--- config.mk ---
export PLATFORM = sky130hd
export DESIGN_NAME = bounded_deque_with_search_core
export DESIGN_NICKNAME = d
export VERILOG_FILES = /design/src/bdq_pkg.sv /design/src/bdq_ctrl.sv /design/src/bdq_datapath.sv /design/src/bounded_deque_with_search_core.sv
export SDC_FILE = /design/constraint.sdc
export NUM_CORES = 1
export LEC_CHECK = 0
export ABC_CLOCK_PERIOD_IN_PS = 11720
export BUFFER_PORTS_ARGS = -buffer_cell sky130_fd_sc_hd__buf_2
export CAP_MARGIN = 20
export CORE_ASPECT_RATIO = 0.8
export CORE_MARGIN = 2
export CORE_UTILIZATION = 40
export DETAILED_ROUTE_END_ITERATION = 8
export GPL_ROUTABILITY_DRIVEN = 1
export MAX_ROUTING_LAYER = met4
export PLACE_DENSITY = 0.6
export SLEW_MARGIN = 20
export SYNTH_ARGS = -nofsm -noshare
export SYNTH_HDL_FRONTEND = slang
export SYNTH_SLANG_ARGS = --single-unit
--- constraint.sdc ---
create_clock -name clk -period 11.72 [get_ports clk]
set_input_delay 2.344 -clock clk [delete_from_list [all_inputs] [get_ports clk]]
set_output_delay 2.344 -clock clk [all_outputs]
set_load 0.05 [all_outputs]
--- src/bdq_pkg.sv ---
package bdq_pkg;

  // Operation codes carried in in_tuser
  localparam int KIND_W = 3;
  localparam logic [KIND_W-1:0] KIND_PUSH_BACK  = 3'd0;
  localparam logic [KIND_W-1:0] KIND_PUSH_FRONT = 3'd1;
  localparam logic [KIND_W-1:0] KIND_POP_BACK   = 3'd2;
  localparam logic [KIND_W-1:0] KIND_POP_FRONT  = 3'd3;
  localparam logic [KIND_W-1:0] KIND_SEARCH     = 3'd4;

  localparam int DATA_W = 32;

  // Result word layout, lowest bit first
  localparam int FOUND_BIT = DATA_W;
  localparam int EMPTY_BIT = DATA_W + 1;
  localparam int FULL_BIT  = DATA_W + 2;
  localparam int OCC_LSB   = DATA_W + 3;

  typedef enum logic [1:0] {
    ST_IDLE,
    ST_EXEC,
    ST_SCAN,
    ST_FINISH
  } state_t;

  typedef struct packed {
    logic capture;
    logic exec;
    logic scan;
    logic load_out;
  } cmd_t;

  typedef struct packed {
    logic is_search;
    logic empty;
    logic scan_done;
    logic out_free;
  } sts_t;

endpackage

--- src/bdq_ctrl.sv ---
module bdq_ctrl (
  input  logic          clk,
  input  logic          rst_n,
  input  logic          in_tvalid,
  output logic          in_tready,
  input  bdq_pkg::sts_t sts,
  output bdq_pkg::cmd_t cmd
);
  import bdq_pkg::*;

  state_t state_r;
  state_t state_nxt;

  always_ff @(posedge clk) begin
    if (!rst_n) begin
      state_r <= ST_IDLE;
    end else begin
      state_r <= state_nxt;
    end
  end

  always_comb begin
    state_nxt = state_r;
    case (state_r)
      ST_IDLE: begin
        if (in_tvalid) begin
          state_nxt = ST_EXEC;
        end
      end
      ST_EXEC: begin
        if (sts.is_search && !sts.empty) begin
          state_nxt = ST_SCAN;
        end else begin
          state_nxt = ST_FINISH;
        end
      end
      ST_SCAN: begin
        if (sts.scan_done) begin
          state_nxt = ST_FINISH;
        end
      end
      ST_FINISH: begin
        if (sts.out_free) begin
          state_nxt = ST_IDLE;
        end
      end
      default: begin
        state_nxt = ST_IDLE;
      end
    endcase
  end

  always_comb begin
    in_tready    = 1'b0;
    cmd          = '0;
    case (state_r)
      ST_IDLE: begin
        in_tready   = 1'b1;
        cmd.capture = in_tvalid;
      end
      ST_EXEC: begin
        cmd.exec = 1'b1;
      end
      ST_SCAN: begin
        cmd.scan = 1'b1;
      end
      ST_FINISH: begin
        cmd.load_out = sts.out_free;
      end
      default: begin
        in_tready = 1'b0;
      end
    endcase
  end

endmodule

--- src/bdq_datapath.sv ---
module bdq_datapath #(
  parameter  int DEPTH = 16,
  localparam int CW    = $clog2(DEPTH + 1),
  localparam int OW    = ((bdq_pkg::OCC_LSB + CW + 7) / 8) * 8
) (
  input  logic                        clk,
  input  logic                        rst_n,
  input  logic [bdq_pkg::DATA_W-1:0]  in_tdata,
  input  logic [bdq_pkg::KIND_W-1:0]  in_tuser,
  output logic                        out_tvalid,
  input  logic                        out_tready,
  output logic [OW-1:0]               out_tdata,
  input  bdq_pkg::cmd_t               cmd,
  output bdq_pkg::sts_t               sts
);
  import bdq_pkg::*;

  localparam int IW = $clog2(DEPTH);
  localparam int PW = IW + 1;
  localparam logic [PW-1:0] DEPTH_P = PW'(DEPTH);
  localparam logic [IW-1:0] LAST_IDX = IW'(DEPTH - 1);
  localparam logic [CW-1:0] FULL_CNT = CW'(DEPTH);

  // ring index step: base + off, where off never reaches DEPTH
  function automatic logic [IW-1:0] ring_add(input logic [IW-1:0] base,
                                             input logic [CW-1:0] off);
    logic [PW-1:0] sum;
    sum = {1'b0, base} + PW'(off);
    if (sum >= DEPTH_P) begin
      sum = sum - DEPTH_P;
    end
    return sum[IW-1:0];
  endfunction

  logic [DATA_W-1:0] mem [DEPTH];

  logic [KIND_W-1:0] kind_r;
  logic [DATA_W-1:0] val_r;
  logic [IW-1:0]     front_r, front_nxt;
  logic [CW-1:0]     count_r, count_nxt;
  logic              full_flag_r, full_flag_nxt;
  logic              empty_flag_r, empty_flag_nxt;
  logic              pop_ok_r, pop_ok_nxt;
  logic              found_r, found_nxt;
  logic [IW-1:0]     scan_ptr_r, scan_ptr_nxt;
  logic [CW-1:0]     scan_left_r, scan_left_nxt;
  logic              cmp_vld_r, cmp_vld_nxt;
  logic [DATA_W-1:0] rd_data_r;
  logic              out_valid_r, out_valid_nxt;
  logic [OW-1:0]     out_data_r, out_data_nxt;

  logic              we, re;
  logic [IW-1:0]     waddr, raddr;
  logic [IW-1:0]     front_dec;
  logic              is_push, is_pop, full, empty, hit;

  assign is_push   = (kind_r == KIND_PUSH_BACK) || (kind_r == KIND_PUSH_FRONT);
  assign is_pop    = (kind_r == KIND_POP_BACK) || (kind_r == KIND_POP_FRONT);
  assign full      = (count_r == FULL_CNT);
  assign empty     = (count_r == '0);
  assign hit       = cmp_vld_r && (rd_data_r == val_r);
  assign front_dec = (front_r == '0) ? LAST_IDX : front_r - IW'(1);

  always_comb begin
    front_nxt      = front_r;
    count_nxt      = count_r;
    full_flag_nxt  = full_flag_r;
    empty_flag_nxt = empty_flag_r;
    pop_ok_nxt     = pop_ok_r;
    found_nxt      = found_r;
    scan_ptr_nxt   = scan_ptr_r;
    scan_left_nxt  = scan_left_r;
    cmp_vld_nxt    = cmp_vld_r;
    we             = 1'b0;
    re             = 1'b0;
    waddr          = front_r;
    raddr          = front_r;

    if (cmd.exec) begin
      full_flag_nxt  = is_push && full;
      empty_flag_nxt = is_pop && empty;
      pop_ok_nxt     = is_pop && !empty;
      found_nxt      = 1'b0;
      scan_ptr_nxt   = front_r;
      scan_left_nxt  = count_r;
      cmp_vld_nxt    = 1'b0;
      case (kind_r)
        KIND_PUSH_BACK: begin
          if (!full) begin
            we        = 1'b1;
            waddr     = ring_add(front_r, count_r);
            count_nxt = count_r + CW'(1);
          end
        end
        KIND_PUSH_FRONT: begin
          if (!full) begin
            we        = 1'b1;
            waddr     = front_dec;
            front_nxt = front_dec;
            count_nxt = count_r + CW'(1);
          end
        end
        KIND_POP_BACK: begin
          if (!empty) begin
            re        = 1'b1;
            raddr     = ring_add(front_r, count_r - CW'(1));
            count_nxt = count_r - CW'(1);
          end
        end
        KIND_POP_FRONT: begin
          if (!empty) begin
            re        = 1'b1;
            raddr     = front_r;
            front_nxt = ring_add(front_r, CW'(1));
            count_nxt = count_r - CW'(1);
          end
        end
        default: begin
          we = 1'b0;
        end
      endcase
    end

    // walk: issue one read per cycle, compare the previous read
    if (cmd.scan) begin
      found_nxt = found_r || hit;
      if (scan_left_r != '0) begin
        re            = 1'b1;
        raddr         = scan_ptr_r;
        scan_ptr_nxt  = ring_add(scan_ptr_r, CW'(1));
        scan_left_nxt = scan_left_r - CW'(1);
        cmp_vld_nxt   = 1'b1;
      end else begin
        cmp_vld_nxt = 1'b0;
      end
    end
  end

  always_comb begin
    out_data_nxt                    = '0;
    out_data_nxt[DATA_W-1:0]        = pop_ok_r ? rd_data_r : '0;
    out_data_nxt[FOUND_BIT]         = found_r;
    out_data_nxt[EMPTY_BIT]         = empty_flag_r;
    out_data_nxt[FULL_BIT]          = full_flag_r;
    out_data_nxt[OCC_LSB +: CW]     = count_r;
    out_valid_nxt = out_valid_r;
    if (cmd.load_out) begin
      out_valid_nxt = 1'b1;
    end else if (out_tready) begin
      out_valid_nxt = 1'b0;
    end
  end

  always_ff @(posedge clk) begin
    if (we) begin
      mem[waddr] <= val_r;
    end
    if (re) begin
      rd_data_r <= mem[raddr];
    end
  end

  always_ff @(posedge clk) begin
    if (!rst_n) begin
      front_r     <= '0;
      count_r     <= '0;
      out_valid_r <= 1'b0;
    end else begin
      front_r     <= front_nxt;
      count_r     <= count_nxt;
      out_valid_r <= out_valid_nxt;
    end
  end

  always_ff @(posedge clk) begin
    if (cmd.capture) begin
      kind_r <= in_tuser;
      val_r  <= in_tdata;
    end
    if (cmd.load_out) begin
      out_data_r <= out_data_nxt;
    end
    full_flag_r  <= full_flag_nxt;
    empty_flag_r <= empty_flag_nxt;
    pop_ok_r     <= pop_ok_nxt;
    found_r      <= found_nxt;
    scan_ptr_r   <= scan_ptr_nxt;
    scan_left_r  <= scan_left_nxt;
    cmp_vld_r    <= cmp_vld_nxt;
  end

  assign sts.is_search = (kind_r == KIND_SEARCH);
  assign sts.empty     = empty;
  assign sts.scan_done = hit || (scan_left_r == '0);
  assign sts.out_free  = !out_valid_r || out_tready;

  assign out_tvalid = out_valid_r;
  assign out_tdata  = out_data_r;

endmodule

--- src/bounded_deque_with_search_core.sv ---
// Push, pop and status pass through the execute and finish states after the input transfer;
// a search also walks the entries, one per cycle, and stops early on a hit.
// A new operation is accepted once the last result reaches the output register;
// the single-port ring memory and the one-entry-per-cycle search walk set this pace.
// Reset (rst_n low, synchronous): queue emptied, front index zero, no result pending;
// memory contents are not cleared.
module bounded_deque_with_search_core #(
  parameter  int DEPTH = 16,
  localparam int CW    = $clog2(DEPTH + 1),
  localparam int OW    = ((bdq_pkg::OCC_LSB + CW + 7) / 8) * 8
) (
  input  logic                       clk,
  input  logic                       rst_n,
  // operation input
  input  logic                       in_tvalid,
  output logic                       in_tready,
  input  logic [bdq_pkg::DATA_W-1:0] in_tdata,  // [31:0] operand_value
  input  logic [bdq_pkg::KIND_W-1:0] in_tuser,  // [2:0] kind
  // result output
  output logic                       out_tvalid,
  input  logic                       out_tready,
  // [31:0] result_value, [32] found, [33] was_empty, [34] was_full,
  // [35 +: CW] occupancy, zero fill above
  output logic [OW-1:0]              out_tdata
);
  import bdq_pkg::*;

  cmd_t cmd;
  sts_t sts;

  // Controller: accept one operation, run it, then hand the result to the
  // output register. The next transfer is taken while that result waits.
  bdq_ctrl u_ctrl (
    .clk       (clk),
    .rst_n     (rst_n),
    .in_tvalid (in_tvalid),
    .in_tready (in_tready),
    .sts       (sts),
    .cmd       (cmd)
  );

  // Datapath: ring memory, front index and count, search walker and the
  // output register that holds a finished result until its transfer.
  bdq_datapath #(
    .DEPTH (DEPTH)
  ) u_datapath (
    .clk        (clk),
    .rst_n      (rst_n),
    .in_tdata   (in_tdata),
    .in_tuser   (in_tuser),
    .out_tvalid (out_tvalid),
    .out_tready (out_tready),
    .out_tdata  (out_tdata),
    .cmd        (cmd),
    .sts        (sts)
  );

endmodule

### Word-level counts from Yosys, hierarchy flattened

Memories as Yosys holds them, arrays and structs flattened. A register that Yosys moved wholly into a read port is not among the register bits.
Cells that the tools add are included.

* output and inout port bits: 42
* input port bits: 39
* memories: 1
* flip-flop bits (word level): 101
* bits in writable memories: 512

Memory list
* u_datapath.mem: words 16, bits a word 32, read ports 1, clocked after memory_dff 1, write ports 1, RTL line bdq_datapath.sv:35 `logic [DATA_W-1:0] mem [DEPTH];`

* mux-type cells: 51
* magnitude comparators: 4
* add/sub/neg operators: 12
* reductions and logical operators: 27
* eq/ne operators: 15

Operators with widths (count)
* $mux W4: 17
* $eq A32 B32 Y1: 1
* $mux W5: 5
* $mux W1: 22
* $ge A5 B5 Y1 const B: 4
* $sub A4 B1 Y4 const B: 5
* $pmux W4 S2: 2
* $add A4 B1 Y5 const B: 2
* $add A4 B5 Y5: 2
* $logic_not A5 Y1: 2
* $ne A2 B2 Y1 const B: 5
* $pmux W5 S2: 1
* $sub A5 B1 Y5 const B: 2
* $pmux W2 S4: 1
* $reduce_bool A2 Y1: 4
* $eq A3 B2 Y1 const B: 2
* $mux W2: 3
* $reduce_and A3 Y1: 2
* $add A5 B1 Y5 const B: 1
* $eq A5 B5 Y1 const B: 1
* $logic_and A1 B1 Y1: 5
* $logic_or A1 B1 Y1: 5
* $reduce_bool A5 Y1: 1
* $eq A2 B2 Y1 const B: 2
* 10 further kinds: 12

### Longest topological paths before layout

* word-level depth: 9
* mapped depth: 13
* depth with buffers taken out: 11

### By module

From an unflattened synthesis, not the netlist that was laid out.

* cells, all modules: 1615
* area, all modules: 25659.6 µm²

Modules (own cells, without submodules)
* bdq_datapath: times used 1, area an instance 25463.2 µm², cells each 1593, sequential area each 19118.3 µm²
* bdq_ctrl: times used 1, area an instance 196.4 µm², cells each 22, sequential area each 40.0 µm²

### Least setup slack after synthesis

OpenSTA, ideal clock, no wires.

* path kind: input to register
* from: input port out_tready
* to: register u_datapath.out_data_r[0], in the netlist u_datapath.out_tdata[0], enable pin
* stages on the path: 2
* setup slack: 7.073 ns
* path buffers: 0
* data arrival time: 4.205 ns
* setup time: 0.442 ns
* cells stage by stage: nor2b_1 nor2b_1

RTL lines
* start, declared: RTL line bounded_deque_with_search_core.sv:21 `input logic out_tready,`
* end signal, assigned: RTL line bdq_datapath.sv:181 `out_data_r <= out_data_nxt;`
* end, declared: RTL line bdq_datapath.sv:50 `logic [OW-1:0] out_data_r, out_data_nxt;`

### Worst setup path after layout

* from: register u_datapath.count_r[0]
* to: register u_datapath.rd_data_r[10], read port of u_datapath.mem (data pin)

* word-level cells in the longest chain between the ends: 9
* elaborated cells between the ends (all ways): 16

RTL lines
* start, declared: RTL line bdq_datapath.sv:40 `logic [CW-1:0] count_r, count_nxt;`
* start signal, assigned: RTL line bdq_datapath.sv:170 `count_r <= count_nxt;`
* $sub A5 B1 Y5: RTL line bdq_datapath.sv:106 `raddr = ring_add(front_r, count_r - CW'(1));`
* $add A4 B5 Y5: RTL line bdq_datapath.sv:28 `sum = {1'b0, base} + PW'(off);`
* $sub A4 B1 Y4 or $ge A5 B5 Y1 (tied branches): RTL line bdq_datapath.sv:30, bdq_datapath.sv:29
* $mux W4: RTL line bdq_datapath.sv:29 `if (sum >= DEPTH_P) begin`
* $mux W4: RTL line bdq_datapath.sv:104 `if (!empty) begin`
* $mux W4
* $mux W4: RTL line bdq_datapath.sv:79 `if (cmd.exec) begin`
* $mux W4: RTL line bdq_datapath.sv:127 `if (scan_left_r != '0) begin`
* $mux W4: RTL line bdq_datapath.sv:125 `if (cmd.scan) begin`
* end, declared: RTL line bdq_datapath.sv:48 `logic [DATA_W-1:0] rd_data_r;`

Several ways; a longest one is shown, not always the timed one.
A chain may end at the register's enable or synchronous reset.

==> metrics <==
CTS tree built; TritonRoute pass-1 iters 5; most frequent cell after synthesis edfxtp_1; R2R Setup Slk 6490 ps; # resized after CTS 0; Clock Latency Late Sink 630 ps; Clock Skews 20.45 ps; most used cell, CP buf_4; dpl ws 6526 ps; Critical Path Fanout Max 176; WS Path Type reg2reg; TNS Setup 0 ps; routed length per instance 24.68 µm; Synth area leader edfxtp_1; RSZ-0062 raised after global routing false; mapped cell area 25,680 µm²; Worst EP arrival 5580 ps; hold_ws 435.9 ps; critical path startpoint category register; postcts setup bufs 0; Worst Tran Pin Value 1087 ps; Synth cell types 60; most instantiated cells after synthesis 624 x edfxtp_1, 142 x nand2_1, 133 x mux2i_1; post-synthesis register bit count 645; Die Width 287.3 µm; r2r startpoint u_datapath.count_r[0]$_SDFFE_PN0P_; final worst slack 6495 ps; die area 66,250 µm²; Hold WC Path Type reg2reg; final hold violations 0; Site Rows 83; Synth Instances 1,596; maximum ir drop on the vdd rail 0.0001886 V; worst r2r path cells 12; Final Routed Wirelength 63.43 mm; number of port buffers 80; DR vias/cell 5.601; total congestion overflow 0; max-slew violations 0; Combinational Power Share 0.232; reg-to-reg endpoint u_datapath.rd_data_r[10]$_DFFE_PP_; net switching power 0.001936 W; total chip power 0.006219 W; final setup fails 0; Die Span Y 230.6 µm; share of the synthesized area in the top cell type 0.7297; most used flip-flop cell after synthesis edfxtp_1; Pleak 10.26 nW; Root Driver clkbuf_16; largest net degree at the start of global routing 177; vias in the first global route 14,060; CTS Buf Count 59; power per cell area 215.2 nW/µm²; Worst setup startpoint u_datapath.count_r[0]$_SDFFE_PN0P_; fmax 0.1914 GHz; # DRC 0; final net count 1,733; CORE AREA 63,870 µm²; layout cells sized above 1 0.1524; Initial Utilization 0.4021; CTS clk-pin slew, worst paths 60 ps; number of synthesized flops with an enable pin 624; Syn Area/Cell 16.09 µm²; Sink Count 645; global-route wire length before repair 92.89 mm; antenna-violating nets left 0; DR iter-0 viols 1,527; GRT Util Overall 0.1959; clock power share 0.295; # Max-Cap Violations 0; Seq pwr share 0.474; Net Count, Synth 1,655; top-level I/O count 81; sequential area share after synthesis 0.7461; CP max stage cell buf_12; Tmin final 5225 ps; max incr delay on CP 800 ps; Worst Setup End Kind register; status finished clean; Hold Buf Count CTS 0; cells along the critical path inv_1 -> ha_1 -> or4b_4 -> nand4_4 -> mux2_4 -> o21ai_4 -> buf_4 -> buf_4 -> buf_12 -> mux2i_1 -> a221oi_1 -> or4_1; Post-synth ARST share 0; antenna violations before repair 0; Int Power 0.004283 W; Placer Congestion 0.8013; Synth area leaders edfxtp_1 73%, mux2i_1 5.2%, a221oi_1 4.4%; Data required, critical path 12,080 ps; Syn-to-layout area delta 12.52%; DP HPWL 33.21 mm; Max H-tree Level 2; vias 14,400; Max clock buf depth 3; max_slew headroom 0.2756; switching share of power 0.3112; Ys Warns 0; Tcrit/Tclk final 0.4458; end of the critical path u_datapath.rd_data_r[10]$_DFFE_PP_
==> flip-flops by register name, indices dropped and copies added (netlist names) <==
name                     cells
u_datapath.pop_ok_r          1
u_datapath.out_tdata        40
u_datapath.cmp_vld_r         1
u_datapath.val_r            32
u_datapath.out_tvalid        1
u_datapath.mem             512
u_datapath.full_flag_r       1
u_datapath.rd_data_r        32
u_datapath.found_r           1
u_datapath.empty_flag_r      1
u_datapath.front_r           4
u_datapath.count_r           5
u_ctrl.state_r               2
u_datapath.scan_left_r       5
u_datapath.kind_r            3
u_datapath.scan_ptr_r        4
==> critical path: cells and delay by family, from the launching register on <==
kind                       cells  cell delay [ps]
muxes                          2              610
DFF                            1              380
buffers and inverters          4             2040
and+or+nand+nor                3             1260
AOI/OAI and AO/OA              2              230
adders and majority gates      1              210
==> worst min path at each step <==
stage	from	to	slack [ps]	cells past startpoint
after floorplan	u_datapath.empty_flag_r$_DFFE_PP_	u_datapath.out_tdata[33]$_DFFE_PP_	400	0
after global placement	u_datapath.empty_flag_r$_DFFE_PP_	u_datapath.out_tdata[33]$_DFFE_PP_	410	0
after detailed placement	u_datapath.full_flag_r$_DFFE_PP_	u_datapath.out_tdata[34]$_DFFE_PP_	420	0
after CTS	u_datapath.full_flag_r$_DFFE_PP_	u_datapath.out_tdata[34]$_DFFE_PP_	440	0
after global routing	u_datapath.full_flag_r$_DFFE_PP_	u_datapath.out_tdata[34]$_DFFE_PP_	450	0
final	u_datapath.full_flag_r$_DFFE_PP_	u_datapath.out_tdata[34]$_DFFE_PP_	440	0
==> stage by stage <==
stage               instances  instance area [µm²]    util
floorplan                1596                25680       -
global placement         2463                27080  0.4241
detailed placement       2463                27080  0.4241
CTS                      2569                28890  0.4524
global route             2569                28890  0.4524
finish                   2570                28890  0.4524
==> metal layers <==
layer	part of all wire	GRT usage
met5	0	-
met2	0.45	0.2870
met3	0.064	0.03330
met4	0.026	0.05534
met1	0.46	0.2817
==> cells in the final DEF (no fill, tap or decap), types with 3 or more instances in the layout <==
master / count
a21o_1: 4
nand4_1: 11
a221oi_1: 129
ha_1: 18
xor2_1: 7
nand2_1: 141
buf_2: 80
inv_1: 17
clkinv_1: 13
mux2i_1: 132
a21oi_1: 117
nor4_1: 4
buf_4: 33
nor2_1: 28
nand3_1: 11
xnor2_1: 37
nor2_4: 12
clkbuf_16: 60
clkbuf_1: 13
o21ai_0: 11
and2_1: 34
a211oi_1: 5
nor2b_4: 5
nor3_1: 8
edfxtp_1: 624
a21oi_2: 30
or4_1: 35
clkinv_2: 9
or3_1: 4
nand2b_1: 5
bufinv_16: 3
clkinvlp_4: 5
dfxtp_1: 21
nor2b_1: 4
==> cell type report <==
class / instances / area [µm²]
well taps: 850 / 1064
flip-flops and latches: 645 / 19160
multi-input cells: 836 / 6126
fillers: 5550 / 34970
clock inverters: 33 / 257.7
diodes: 1 / 2.502
repair buffers: 114 / 668.1
clock buffers: 73 / 1550
inverters: 18 / 67.56
==> cells by family (layout without fill, tap and decap cells) <==
family                     count (synthesis)  after routing  synth area share
AOI/OAI and AO/OA                        320            320           0.09039
DFF                                      645            645            0.7461
buffers and inverters                    115            238           0.02275
xor gates and xnor gates                  44             44           0.01501
muxes                                    137            137           0.05399
and+or+nand+nor                          315            315           0.06144
adders and majority gates                 20             20           0.01033
other                                      0              1                 0
==> power groups by stage <==
stage	logic, W	registers (W)	clock network (W)
2_1_floorplan	0.00103	0.00296	0
3_3_place_gp	0.00141	0.00298	0
3_5_place_dp	0.00144	0.00299	0
4_1_cts	0.00144	0.00294	0.00187
5_1_grt	0.00156	0.00297	0.00196
6_report	0.00144	0.00295	0.00183
(Power assumes the default switching activity.)
